**config.mk**
```make
export PLATFORM = sky130hd
export DESIGN_NAME = dft_fundamental_24pt
export DESIGN_NICKNAME = d
export VERILOG_FILES = /design/src/dft24_pkg.sv /design/src/dft_fundamental_24pt.sv /design/src/dft24_front.sv /design/src/dft24_fifo.sv /design/src/dft24_mac.sv /design/src/dft24_div.sv
export VERILOG_INCLUDE_DIRS = /design/src /design/src/src
export SDC_FILE = /design/constraint.sdc
export NUM_CORES = 2
export LEC_CHECK = 0
export BUFFER_PORTS_ARGS = -buffer_cell sky130_fd_sc_hd__buf_2
export CAP_MARGIN = 20
export CORE_ASPECT_RATIO = 1.1
export CORE_MARGIN = 5
export CORE_UTILIZATION = 35
export DETAILED_ROUTE_END_ITERATION = 8
export GPL_TIMING_DRIVEN = 0
export HOLD_SLACK_MARGIN = 0.06
export SLEW_MARGIN = 20
export SYNTH_ARGS = -nofsm -noshare
export SYNTH_HDL_FRONTEND = slang
export SYNTH_SLANG_ARGS = --single-unit
```
**constraint.sdc**
```tcl
create_clock -name i_clk -period 9.8 [get_ports i_clk]
set_input_delay 0.98 -clock i_clk [delete_from_list [all_inputs] [get_ports i_clk]]
set_output_delay 0.98 -clock i_clk [all_outputs]
set_load 0.03 [all_outputs]
```
**src/dft_fundamental_24pt_defines.svh**
```systemverilog
// assertion macros shared by the dft block
`ifndef DFT_FUNDAMENTAL_24PT_DEFINES_SVH
`define DFT_FUNDAMENTAL_24PT_DEFINES_SVH

// same-cycle implication, disabled while in reset
`define DFT_ASSERT(label, clk, rst_n, ante, cons) \
    label: assert property (@(posedge clk) disable iff (!rst_n) (ante) |-> (cons)) \
        else $error("dft assertion failed");

// next-cycle implication, disabled while in reset
`define DFT_ASSERT_NEXT(label, clk, rst_n, ante, cons) \
    label: assert property (@(posedge clk) disable iff (!rst_n) (ante) |=> (cons)) \
        else $error("dft assertion failed");

`endif

```
**src/dft24_pkg.sv**
```systemverilog
// types, constants and coefficient tables of the 24-point dft block
`timescale 1ns / 1ps

package dft24_pkg;

    localparam int WindowLength      = 24;
    localparam int SampleWidth       = 14;
    localparam int SampleBitsDefault = 14;
    localparam int IndexWidth        = 5;
    localparam int CoefWidth         = 15;
    localparam int ProdWidth         = SampleWidth + CoefWidth;
    localparam int AccWidth          = 32;
    localparam int ResultWidth       = 16;
    localparam int QueueDepth        = 4;

    // divide by 60000 as a shift by 5 and a reciprocal multiply by 1/1875
    localparam int PreShift   = 5;
    localparam int MagWidth   = AccWidth - PreShift;
    localparam int RecipWidth = 27;
    localparam int RecipShift = 37;
    localparam int ProdQWidth = RecipShift + ResultWidth;

    localparam logic [AccWidth-1:0]   RoundBias = AccWidth'(30000);
    localparam logic [RecipWidth-1:0] Recip     = RecipWidth'(73300776);

    typedef struct packed {
        logic signed [SampleWidth-1:0] sample;
        logic [IndexWidth-1:0]         index;
        logic                          last;
    } t_qword;

    typedef struct packed {
        logic signed [AccWidth-1:0] cos_sum;
        logic signed [AccWidth-1:0] sin_sum;
    } t_sums;

    typedef enum logic [1:0] {
        DIV_IDLE,
        DIV_RE,
        DIV_IM,
        DIV_DONE
    } t_div_state;

    function automatic logic signed [CoefWidth-1:0] cos_coef(input logic [IndexWidth-1:0] idx);
        logic signed [CoefWidth-1:0] c;
        unique case (idx)
            5'd0:    c = 15'sd10000;
            5'd1:    c = 15'sd9659;
            5'd2:    c = 15'sd8660;
            5'd3:    c = 15'sd7071;
            5'd4:    c = 15'sd5000;
            5'd5:    c = 15'sd2588;
            5'd6:    c = 15'sd0;
            5'd7:    c = -15'sd2588;
            5'd8:    c = -15'sd5000;
            5'd9:    c = -15'sd7071;
            5'd10:   c = -15'sd8660;
            5'd11:   c = -15'sd9659;
            5'd12:   c = -15'sd10000;
            5'd13:   c = -15'sd9659;
            5'd14:   c = -15'sd8660;
            5'd15:   c = -15'sd7071;
            5'd16:   c = -15'sd5000;
            5'd17:   c = -15'sd2588;
            5'd18:   c = 15'sd0;
            5'd19:   c = 15'sd2588;
            5'd20:   c = 15'sd5000;
            5'd21:   c = 15'sd7071;
            5'd22:   c = 15'sd8660;
            5'd23:   c = 15'sd9659;
            default: c = 15'sd0;
        endcase
        return c;
    endfunction

    // sine tap is the cosine tap a quarter period (six taps) earlier
    function automatic logic [IndexWidth-1:0] sin_index(input logic [IndexWidth-1:0] idx);
        logic [IndexWidth-1:0] s;
        if (idx >= IndexWidth'(6)) begin
            s = idx - IndexWidth'(6);
        end else begin
            s = idx + IndexWidth'(WindowLength - 6);
        end
        return s;
    endfunction

endpackage

```
**src/dft_fundamental_24pt.sv**
```systemverilog
// top level of the 24-point single-bin dft at the fundamental
// Samples enter one per cycle whenever full is low and are grouped into windows of 24; each
// window yields one word of real and imaginary parts (cosine and negated sine correlation,
// rounded half away from zero after division by 60000). A short queue decouples sample intake
// from the multiply-accumulate unit, which takes one sample per cycle except while the last
// sample of a window waits for the divider. After the last sample of a window the divider
// forms the real part and then the imaginary part (one reciprocal multiply for each part)
// before the result appears on the output; the next window keeps accumulating meanwhile, but
// its last sample waits until the previous result has been popped.
`timescale 1ns / 1ps

module dft_fundamental_24pt #(
    parameter int SAMPLE_BITS = dft24_pkg::SampleBitsDefault,
    parameter int QUEUE_DEPTH = dft24_pkg::QueueDepth
) (
    input  logic                                    i_clk,
    input  logic                                    i_rst_n,
    input  logic                                    push,
    output logic                                    full,
    input  logic signed [dft24_pkg::SampleWidth-1:0] i_sample,
    output logic                                    empty,
    input  logic                                    pop,
    output logic signed [dft24_pkg::ResultWidth-1:0] o_real_part,
    output logic signed [dft24_pkg::ResultWidth-1:0] o_imag_part
);
    import dft24_pkg::*;

    logic   w_wr;
    t_qword w_in_word;
    logic   w_q_valid;
    t_qword w_q_word;
    logic   w_take;
    logic   w_div_ready;
    logic   w_start;
    t_sums  w_sums;

    dft24_front #(
        .SAMPLE_BITS(SAMPLE_BITS)
    ) u_front (
        .i_clk   (i_clk),
        .i_rst_n (i_rst_n),
        .i_push  (push),
        .i_full  (full),
        .i_sample(i_sample),
        .o_wr    (w_wr),
        .o_word  (w_in_word)
    );

    dft24_fifo #(
        .DEPTH(QUEUE_DEPTH)
    ) u_fifo (
        .i_clk  (i_clk),
        .i_rst_n(i_rst_n),
        .i_wr   (w_wr),
        .i_word (w_in_word),
        .o_full (full),
        .o_valid(w_q_valid),
        .o_word (w_q_word),
        .i_take (w_take)
    );

    dft24_mac u_mac (
        .i_clk      (i_clk),
        .i_rst_n    (i_rst_n),
        .i_valid    (w_q_valid),
        .i_word     (w_q_word),
        .o_take     (w_take),
        .i_div_ready(w_div_ready),
        .o_start    (w_start),
        .o_sums     (w_sums)
    );

    dft24_div u_div (
        .i_clk  (i_clk),
        .i_rst_n(i_rst_n),
        .i_start(w_start),
        .i_sums (w_sums),
        .o_ready(w_div_ready),
        .o_empty(empty),
        .i_pop  (pop),
        .o_real (o_real_part),
        .o_imag (o_imag_part)
    );

endmodule

```
**src/dft24_front.sv**
```systemverilog
// front end: sample sign extension and window position tagging
`timescale 1ns / 1ps
`include "dft_fundamental_24pt_defines.svh"

module dft24_front #(
    parameter int SAMPLE_BITS = dft24_pkg::SampleBitsDefault
) (
    input  logic                                   i_clk,
    input  logic                                   i_rst_n,
    input  logic                                   i_push,
    input  logic                                   i_full,
    input  logic signed [dft24_pkg::SampleWidth-1:0] i_sample,
    output logic                                   o_wr,
    output dft24_pkg::t_qword                      o_word
);
    import dft24_pkg::*;

    logic [IndexWidth-1:0]         r_index;
    logic [IndexWidth-1:0]         n_index;
    logic                          w_last;
    logic signed [SampleWidth-1:0] w_ext;

    assign o_wr   = i_push && !i_full;
    assign w_last = (r_index >= IndexWidth'(WindowLength - 1));
    assign w_ext  = SampleWidth'(signed'(i_sample[SAMPLE_BITS-1:0]));

    always_comb begin
        n_index = r_index;
        if (o_wr) begin
            n_index = w_last ? '0 : r_index + IndexWidth'(1);
        end
    end

    always_ff @(posedge i_clk) begin
        if (!i_rst_n) begin
            r_index <= '0;
        end else begin
            r_index <= n_index;
        end
    end

    assign o_word.sample = w_ext;
    assign o_word.index  = r_index;
    assign o_word.last   = w_last;

    `DFT_ASSERT_NEXT(a_window_wrap, i_clk, i_rst_n, o_wr && w_last, r_index == '0)

endmodule

```
**src/dft24_fifo.sv**
```systemverilog
// short word queue between front end and multiply-accumulate back end
`timescale 1ns / 1ps
`include "dft_fundamental_24pt_defines.svh"

module dft24_fifo #(
    parameter int DEPTH = dft24_pkg::QueueDepth
) (
    input  logic              i_clk,
    input  logic              i_rst_n,
    input  logic              i_wr,
    input  dft24_pkg::t_qword i_word,
    output logic              o_full,
    output logic              o_valid,
    output dft24_pkg::t_qword o_word,
    input  logic              i_take
);
    import dft24_pkg::*;

    localparam int PtrWidth = $clog2(DEPTH);
    localparam int CntWidth = $clog2(DEPTH + 1);

    t_qword                r_mem [DEPTH];
    logic [PtrWidth-1:0]   r_wr_ptr;
    logic [PtrWidth-1:0]   r_rd_ptr;
    logic [CntWidth-1:0]   r_cnt;
    logic [CntWidth-1:0]   n_cnt;
    logic                  r_out_valid;
    t_qword                r_out;
    logic                  w_load;

    assign o_full  = (r_cnt == CntWidth'(DEPTH));
    assign w_load  = (r_cnt != '0) && (!r_out_valid || i_take);
    assign o_valid = r_out_valid;
    assign o_word  = r_out;

    always_comb begin
        n_cnt = r_cnt;
        if (i_wr && !w_load) begin
            n_cnt = r_cnt + CntWidth'(1);
        end else if (!i_wr && w_load) begin
            n_cnt = r_cnt - CntWidth'(1);
        end
    end

    always_ff @(posedge i_clk) begin
        if (i_wr) begin
            r_mem[r_wr_ptr] <= i_word;
        end
    end

    always_ff @(posedge i_clk) begin
        if (w_load) begin
            r_out <= r_mem[r_rd_ptr];
        end
    end

    always_ff @(posedge i_clk) begin
        if (!i_rst_n) begin
            r_wr_ptr    <= '0;
            r_rd_ptr    <= '0;
            r_cnt       <= '0;
            r_out_valid <= 1'b0;
        end else begin
            r_cnt <= n_cnt;
            if (i_wr) begin
                r_wr_ptr <= (r_wr_ptr == PtrWidth'(DEPTH - 1)) ? '0 : r_wr_ptr + PtrWidth'(1);
            end
            if (w_load) begin
                r_rd_ptr <= (r_rd_ptr == PtrWidth'(DEPTH - 1)) ? '0 : r_rd_ptr + PtrWidth'(1);
                r_out_valid <= 1'b1;
            end else if (i_take) begin
                r_out_valid <= 1'b0;
            end
        end
    end

    `DFT_ASSERT(a_cnt_range, i_clk, i_rst_n, 1'b1, r_cnt <= CntWidth'(DEPTH))

endmodule

```
**src/dft24_mac.sv**
```systemverilog
// back end: coefficient multiply and window accumulation
`timescale 1ns / 1ps
`include "dft_fundamental_24pt_defines.svh"

module dft24_mac (
    input  logic              i_clk,
    input  logic              i_rst_n,
    input  logic              i_valid,
    input  dft24_pkg::t_qword i_word,
    output logic              o_take,
    input  logic              i_div_ready,
    output logic              o_start,
    output dft24_pkg::t_sums  o_sums
);
    import dft24_pkg::*;

    logic                        r_p_valid;
    logic                        r_p_last;
    logic signed [ProdWidth-1:0] r_p_cos;
    logic signed [ProdWidth-1:0] r_p_sin;
    logic signed [AccWidth-1:0]  r_cos_acc;
    logic signed [AccWidth-1:0]  r_sin_acc;
    logic signed [ProdWidth-1:0] w_prod_cos;
    logic signed [ProdWidth-1:0] w_prod_sin;
    logic signed [AccWidth-1:0]  w_cos_sum;
    logic signed [AccWidth-1:0]  w_sin_sum;
    logic                        w_advance;

    assign w_prod_cos = ProdWidth'(i_word.sample) * ProdWidth'(cos_coef(i_word.index));
    assign w_prod_sin = ProdWidth'(i_word.sample) *
                        ProdWidth'(cos_coef(sin_index(i_word.index)));

    assign w_advance = r_p_valid && !(r_p_last && !i_div_ready);
    assign o_take    = i_valid && (!r_p_valid || w_advance);

    assign w_cos_sum = r_cos_acc + AccWidth'(r_p_cos);
    assign w_sin_sum = r_sin_acc + AccWidth'(r_p_sin);

    assign o_start        = w_advance && r_p_last;
    assign o_sums.cos_sum = w_cos_sum;
    assign o_sums.sin_sum = w_sin_sum;

    always_ff @(posedge i_clk) begin
        if (o_take) begin
            r_p_cos  <= w_prod_cos;
            r_p_sin  <= w_prod_sin;
            r_p_last <= i_word.last;
        end
    end

    always_ff @(posedge i_clk) begin
        if (!i_rst_n) begin
            r_p_valid <= 1'b0;
            r_cos_acc <= '0;
            r_sin_acc <= '0;
        end else begin
            if (o_take) begin
                r_p_valid <= 1'b1;
            end else if (w_advance) begin
                r_p_valid <= 1'b0;
            end
            if (w_advance) begin
                r_cos_acc <= r_p_last ? '0 : w_cos_sum;
                r_sin_acc <= r_p_last ? '0 : w_sin_sum;
            end
        end
    end

    `DFT_ASSERT_NEXT(a_last_held, i_clk, i_rst_n, r_p_valid && r_p_last && !i_div_ready,
                     r_p_valid && r_p_last)

endmodule

```
**src/dft24_div.sv**
```systemverilog
// rounding divider by 60000, one reciprocal multiply per part, and result register
`timescale 1ns / 1ps
`include "dft_fundamental_24pt_defines.svh"

module dft24_div (
    input  logic                                    i_clk,
    input  logic                                    i_rst_n,
    input  logic                                    i_start,
    input  dft24_pkg::t_sums                        i_sums,
    output logic                                    o_ready,
    output logic                                    o_empty,
    input  logic                                    i_pop,
    output logic signed [dft24_pkg::ResultWidth-1:0] o_real,
    output logic signed [dft24_pkg::ResultWidth-1:0] o_imag
);
    import dft24_pkg::*;

    t_div_state                    r_state;
    t_div_state                    n_state;
    logic [AccWidth-1:0]           r_mag;
    logic [AccWidth-1:0]           n_mag;
    logic                          r_pos;
    logic                          n_pos;
    logic signed [AccWidth-1:0]    r_sin;
    logic signed [AccWidth-1:0]    n_sin;
    logic signed [ResultWidth-1:0] r_real;
    logic signed [ResultWidth-1:0] n_real;
    logic signed [ResultWidth-1:0] r_imag;
    logic signed [ResultWidth-1:0] n_imag;
    logic [ProdQWidth-1:0]         w_prod;
    logic signed [ResultWidth-1:0] w_q;

    // magnitude plus half the divisor
    function automatic logic [AccWidth-1:0] biased_mag(input logic signed [AccWidth-1:0] s);
        logic [AccWidth-1:0] m;
        m = s[AccWidth-1] ? AccWidth'(-s) : AccWidth'(s);
        return m + RoundBias;
    endfunction

    // floor(m / 60000) as floor((m >> 5) / 1875)
    assign w_prod  = ProdQWidth'(r_mag[AccWidth-1:PreShift]) * ProdQWidth'(Recip);
    assign w_q     = signed'(w_prod[RecipShift +: ResultWidth]);
    assign o_ready = (r_state == DIV_IDLE);
    assign o_empty = (r_state != DIV_DONE);
    assign o_real  = r_real;
    assign o_imag  = r_imag;

    always_comb begin
        n_state = r_state;
        n_mag   = r_mag;
        n_pos   = r_pos;
        n_sin   = r_sin;
        n_real  = r_real;
        n_imag  = r_imag;
        unique case (r_state)
            DIV_IDLE: begin
                if (i_start) begin
                    n_mag   = biased_mag(i_sums.cos_sum);
                    n_pos   = (i_sums.cos_sum > 0);
                    n_sin   = i_sums.sin_sum;
                    n_state = DIV_RE;
                end
            end
            DIV_RE: begin
                n_real  = r_pos ? w_q : -w_q;
                n_mag   = biased_mag(r_sin);
                n_pos   = (r_sin > 0);
                n_state = DIV_IM;
            end
            DIV_IM: begin
                n_imag  = r_pos ? -w_q : w_q;
                n_state = DIV_DONE;
            end
            DIV_DONE: begin
                if (i_pop) begin
                    n_state = DIV_IDLE;
                end
            end
            default: n_state = DIV_IDLE;
        endcase
    end

    always_ff @(posedge i_clk) begin
        if (!i_rst_n) begin
            r_state <= DIV_IDLE;
        end else begin
            r_state <= n_state;
        end
    end

    always_ff @(posedge i_clk) begin
        r_mag  <= n_mag;
        r_pos  <= n_pos;
        r_sin  <= n_sin;
        r_real <= n_real;
        r_imag <= n_imag;
    end

    `DFT_ASSERT_NEXT(a_re_to_im, i_clk, i_rst_n, r_state == DIV_RE, r_state == DIV_IM)
    `DFT_ASSERT_NEXT(a_result_held, i_clk, i_rst_n, r_state == DIV_DONE && !i_pop,
                     r_state == DIV_DONE && $stable(r_real) && $stable(r_imag))

endmodule
```
==> qor.tcl <==
set qor(run_status) {complete, no violations}
set qor(share_of_post_route_cells_with_drive_strength_above_1_pct) 4.951
set qor(synthesis.yosys.warnings) 0
set qor(cp_top_family) {adder cells}
set qor(most_numerous_cell_types_in_the_synthesized_netlist) {sky130_fd_sc_hd__inv_1, sky130_fd_sc_hd__fa_1, sky130_fd_sc_hd__ha_1}
set qor(vias) 31150
set qor(count_of_antenna_violating_nets_left_after_detailed_routing) 0
set qor(holdPathEnd) {u_mac.r_sin_acc[0]}
set qor(post_synth_edffs) 251
set qor(die_width_microns) 350.3
set qor(maxClockFrequency_mhz) 107.3
set qor(dominantRegCellSynth) {sky130_fd_sc_hd__edfxtp_1}
set qor(cts-root-buf) {sky130_fd_sc_hd__clkbuf_16}
set qor(worst-setup-path-type) {flop to flop}
set qor(signed_area_change_from_the_synthesized_netlist_to_the_final_layout_pct) 9.057
set qor(syn_area_sq_um) 44580
set qor(core_area_sq_um) 126700
set qor(grt_first_pass_wirelength_mm) 179.7
set qor(detail_route.vias_per_cell) 4.981
set qor(wl_per_cell_microns) 17.95
set qor(timing.clock.skew_ns) 0.02841
set qor(period_share_pct) 95.13
set qor(synth_nets) 5636
set qor(drt_first_iter_violations) 1633
set qor(r2r_setup_slack_ns) 0.48
set qor(synth.top_cells.by_area) {sky130_fd_sc_hd__fa_1, sky130_fd_sc_hd__edfxtp_1, sky130_fd_sc_hd__ha_1}
set qor(first_pass_iters) 5
set qor(rsz0062_at_grt) {no}
set qor(dieArea_sq_um) 134600
set qor(grt_util_all_layers_pct) 16.85
set qor(grt_antenna_before_repair) 2
set qor(clock_sinks) 331
set qor(finalWeightedCongestion) 0.9112
set qor(clk_pin_slew_worst_paths_ns) 0.06
set qor(synth_seq_area_share_pct) 20.50
set qor(global_route.overflow_total) 0
set qor(start_kind) {flop}
set qor(critical_path.most_common_cell) {sky130_fd_sc_hd__fa_1}
set qor(report.final.setup_viol) 0
set qor(endpoint_kind) {flop}
set qor(capture_instance_of_the_worst_register_to_register_path) {u_mac.r_p_cos[28]}
set qor(pin_count) 52
set qor(post_synth_inst_count) 4455
set qor(critPathMaxFanout) 10
set qor(ffs_latches_synth) 331
set qor(per_instance_average_area_after_synthesis_sq_um) 10.01
set qor(hold_violations) 0
set qor(largest_net_degree_at_the_start_of_global_routing) 33
set qor(num_rows) 137
set qor(first_global_vias) 32620
set qor(worst_reg2reg_path_depth) 27
set qor(hold_path.startpoint) {u_mac.r_sin_acc[0]}
set qor(dp_hpwl_mm) 93.00
set qor(worstPathArrival_ns) 9.64
set qor(tightestPinTransition_ns) 1.137
set qor(synth_area_leader_cell) {sky130_fd_sc_hd__fa_1}
set qor(initial_core_util_pct) 35.19
set qor(timing.slew.headroom_pct) 24.20
set qor(post-synth-top-area-fraction_pct) 30.31
set qor(worstHoldPathCells) 2
set qor(hp-class) {flop to flop}
set qor(die_h_microns) 384.3
set qor(cts_hold_buffers) 0
set qor(synthArstFlopShare_pct) 0
set qor(crit_slowest_cell) {sky130_fd_sc_hd__fa_1}
set qor(final_util_pct) 38.38
set qor(period_needed_ns) 9.322
set qor(port-buffer-count) 51
set qor(slowest_delay_ns) 0.56
set qor(total_count_of_max_transition_violations_in_the_final_report) 0
set qor(filler_cell_count) 12610
set qor(worst_path_bufs_invs) 5
set qor(route.detailed.drc) 0
set qor(postRouteWirelength_mm) 112.2
set qor(clock_tree.buffer_depth) 3
set qor(cell_with_the_most_instances_after_synthesis) {sky130_fd_sc_hd__inv_1}
set qor(tritoncts_clock_tree) {yes}
set qor(synth_cell_types) 89
set qor(timing.critical_path.required_ns) 10.12
set qor(reg2reg_from) {u_fifo.o_word[2]}
set qor(layout.nets) 5735
set qor(cts_buffers) 40
set qor(drv_cap) 0
set qor(clock_latency_at_the_later_pin_of_the_worst_skew_pair_ns) 0.60
set qor(cts.htree.levels) 2
-- worst min-delay path, stage by stage (launching register included) --
cell and delay (ns):
sky130_fd_sc_hd__dfxtp_1 0.31, sky130_fd_sc_hd__nand2_1 0.05, sky130_fd_sc_hd__a21oi_1 0.05
-- how the worst max path moves through the flow --
stage                startpoint                 to  slack [ns]  depth (start not counted)
2_1_floorplan  u_fifo.o_word[2]  u_mac.r_p_sin[28]        1.59                         31
3_3_place_gp   u_fifo.o_word[2]  u_mac.r_p_cos[28]       -0.32                         28
3_5_place_dp   u_fifo.o_word[2]  u_mac.r_p_sin[28]       -0.35                         34
4_1_cts        u_fifo.o_word[1]  u_mac.r_p_sin[28]        0.05                         36
5_1_grt        u_fifo.o_word[2]  u_mac.r_p_cos[28]        0.02                         30
6_report       u_fifo.o_word[2]  u_mac.r_p_cos[28]        0.48                         27
-- flip-flops by register name (all words and copies together) (netlist names), 3 cells and up --
signal           flops
u_fifo.r_mem        80
u_div.r_sin         32
u_mac.r_cos_acc     32
u_mac.r_sin_acc     32
u_mac.r_p_cos       29
u_mac.r_p_sin       29
u_div.r_mag         27
u_fifo.o_word       20
u_div.o_imag        16
u_div.o_real        16
u_front.r_index      5
u_fifo.r_cnt         3
-- placed cells by master, fill, tap and decap left out, drive strengths merged, types with 7 or more instances in the layout --
cell	Yosys	final
inv	864	867
fa	675	675
ha	488	488
nand2	361	361
edfxtp	251	251
nor2	202	202
and2	200	200
clkbuf	139	187
a21oi	178	178
xnor2	163	163
o21ai	122	122
xor2	81	81
dfxtp	80	80
buf	12	68
a22oi	51	51
a21o	50	50
nand3	50	50
nor3	49	49
and3	42	42
nand2b	29	29
nand4	23	23
a211oi	23	23
or3	22	22
mux4	21	21
nor2b	20	20
o21a	19	19
o21bai	19	19
o211ai	17	17
clkinv	1	17
a31oi	15	15
o31ai	15	15
nand3b	13	13
a211o	12	12
nor4	11	11
mux2i	10	10
o31a	10	10
and4	9	9
o22ai	8	8
a311oi	7	7
-- routing by layer --
metal / share of wire, % / vias to the layer above / GRT usage, %
met5: 0 / - / 0
met4: 4.3 / 0 / 6.293
met3: 4.3 / 195 / 1.750
met2: 49 / 720 / 29.35
met1: 43 / 15570 / 21.71
li1: - / 14660 / -
-- what timing repair did --
action                                  CTS  global route
gates resized for setup                   9            67
setup buffers                             0             1
endpoints found under the setup margin    4             7
pin swaps                                 0             1
-- per-stage QoR --
step | setup TNS, ns | setup WS [ns] | area (sq um) | std cells | hold slack [ns]
final | 0 | 0.4776 | 48620 | 6254 | 0.4615
after global routing | 0 | 0.01591 | 48620 | 6253 | 0.4777
after CTS | 0 | 0.05363 | 48480 | 6251 | 0.4598
after detailed placement | -0.7593 | -0.3486 | 47070 | 6178 | 0.4494
after global placement | -0.7794 | -0.3155 | 46930 | 6174 | 0.4447
after floorplan | 0 | 1.592 | 44580 | 4455 | 0.4003
-- cells by family after synthesis --
kind of cell	count (synthesis)	share of synthesized area, %
adder cells (fa/ha/maj)	1163	44.01
AND/OR/NAND/NOR	1056	11.79
buffers and inverters	1016	8.565
AO/OA/AOI/OAI	614	9.065
flip-flops	331	20.50
XOR/XNOR	244	4.793
multiplexers	31	1.285
-- final cells by class --
type                       instances  area, sq um  area share (%)
timing repair buffer              57        392.9          0.8080
sequential                       331         9139           18.80
tap                             1668         2087           4.292
multi-input combinational       3108        31750           65.31
buffer                           151        605.6           1.246
inverter                         865         3247           6.678
antenna                            1        2.502        0.005147
clock inverter                    26        347.8          0.7154
clock buffer                      47         1047           2.154
Power is not shown: default switching activity piles up to over one toggle a cycle in this logic, so the estimate is an artifact.
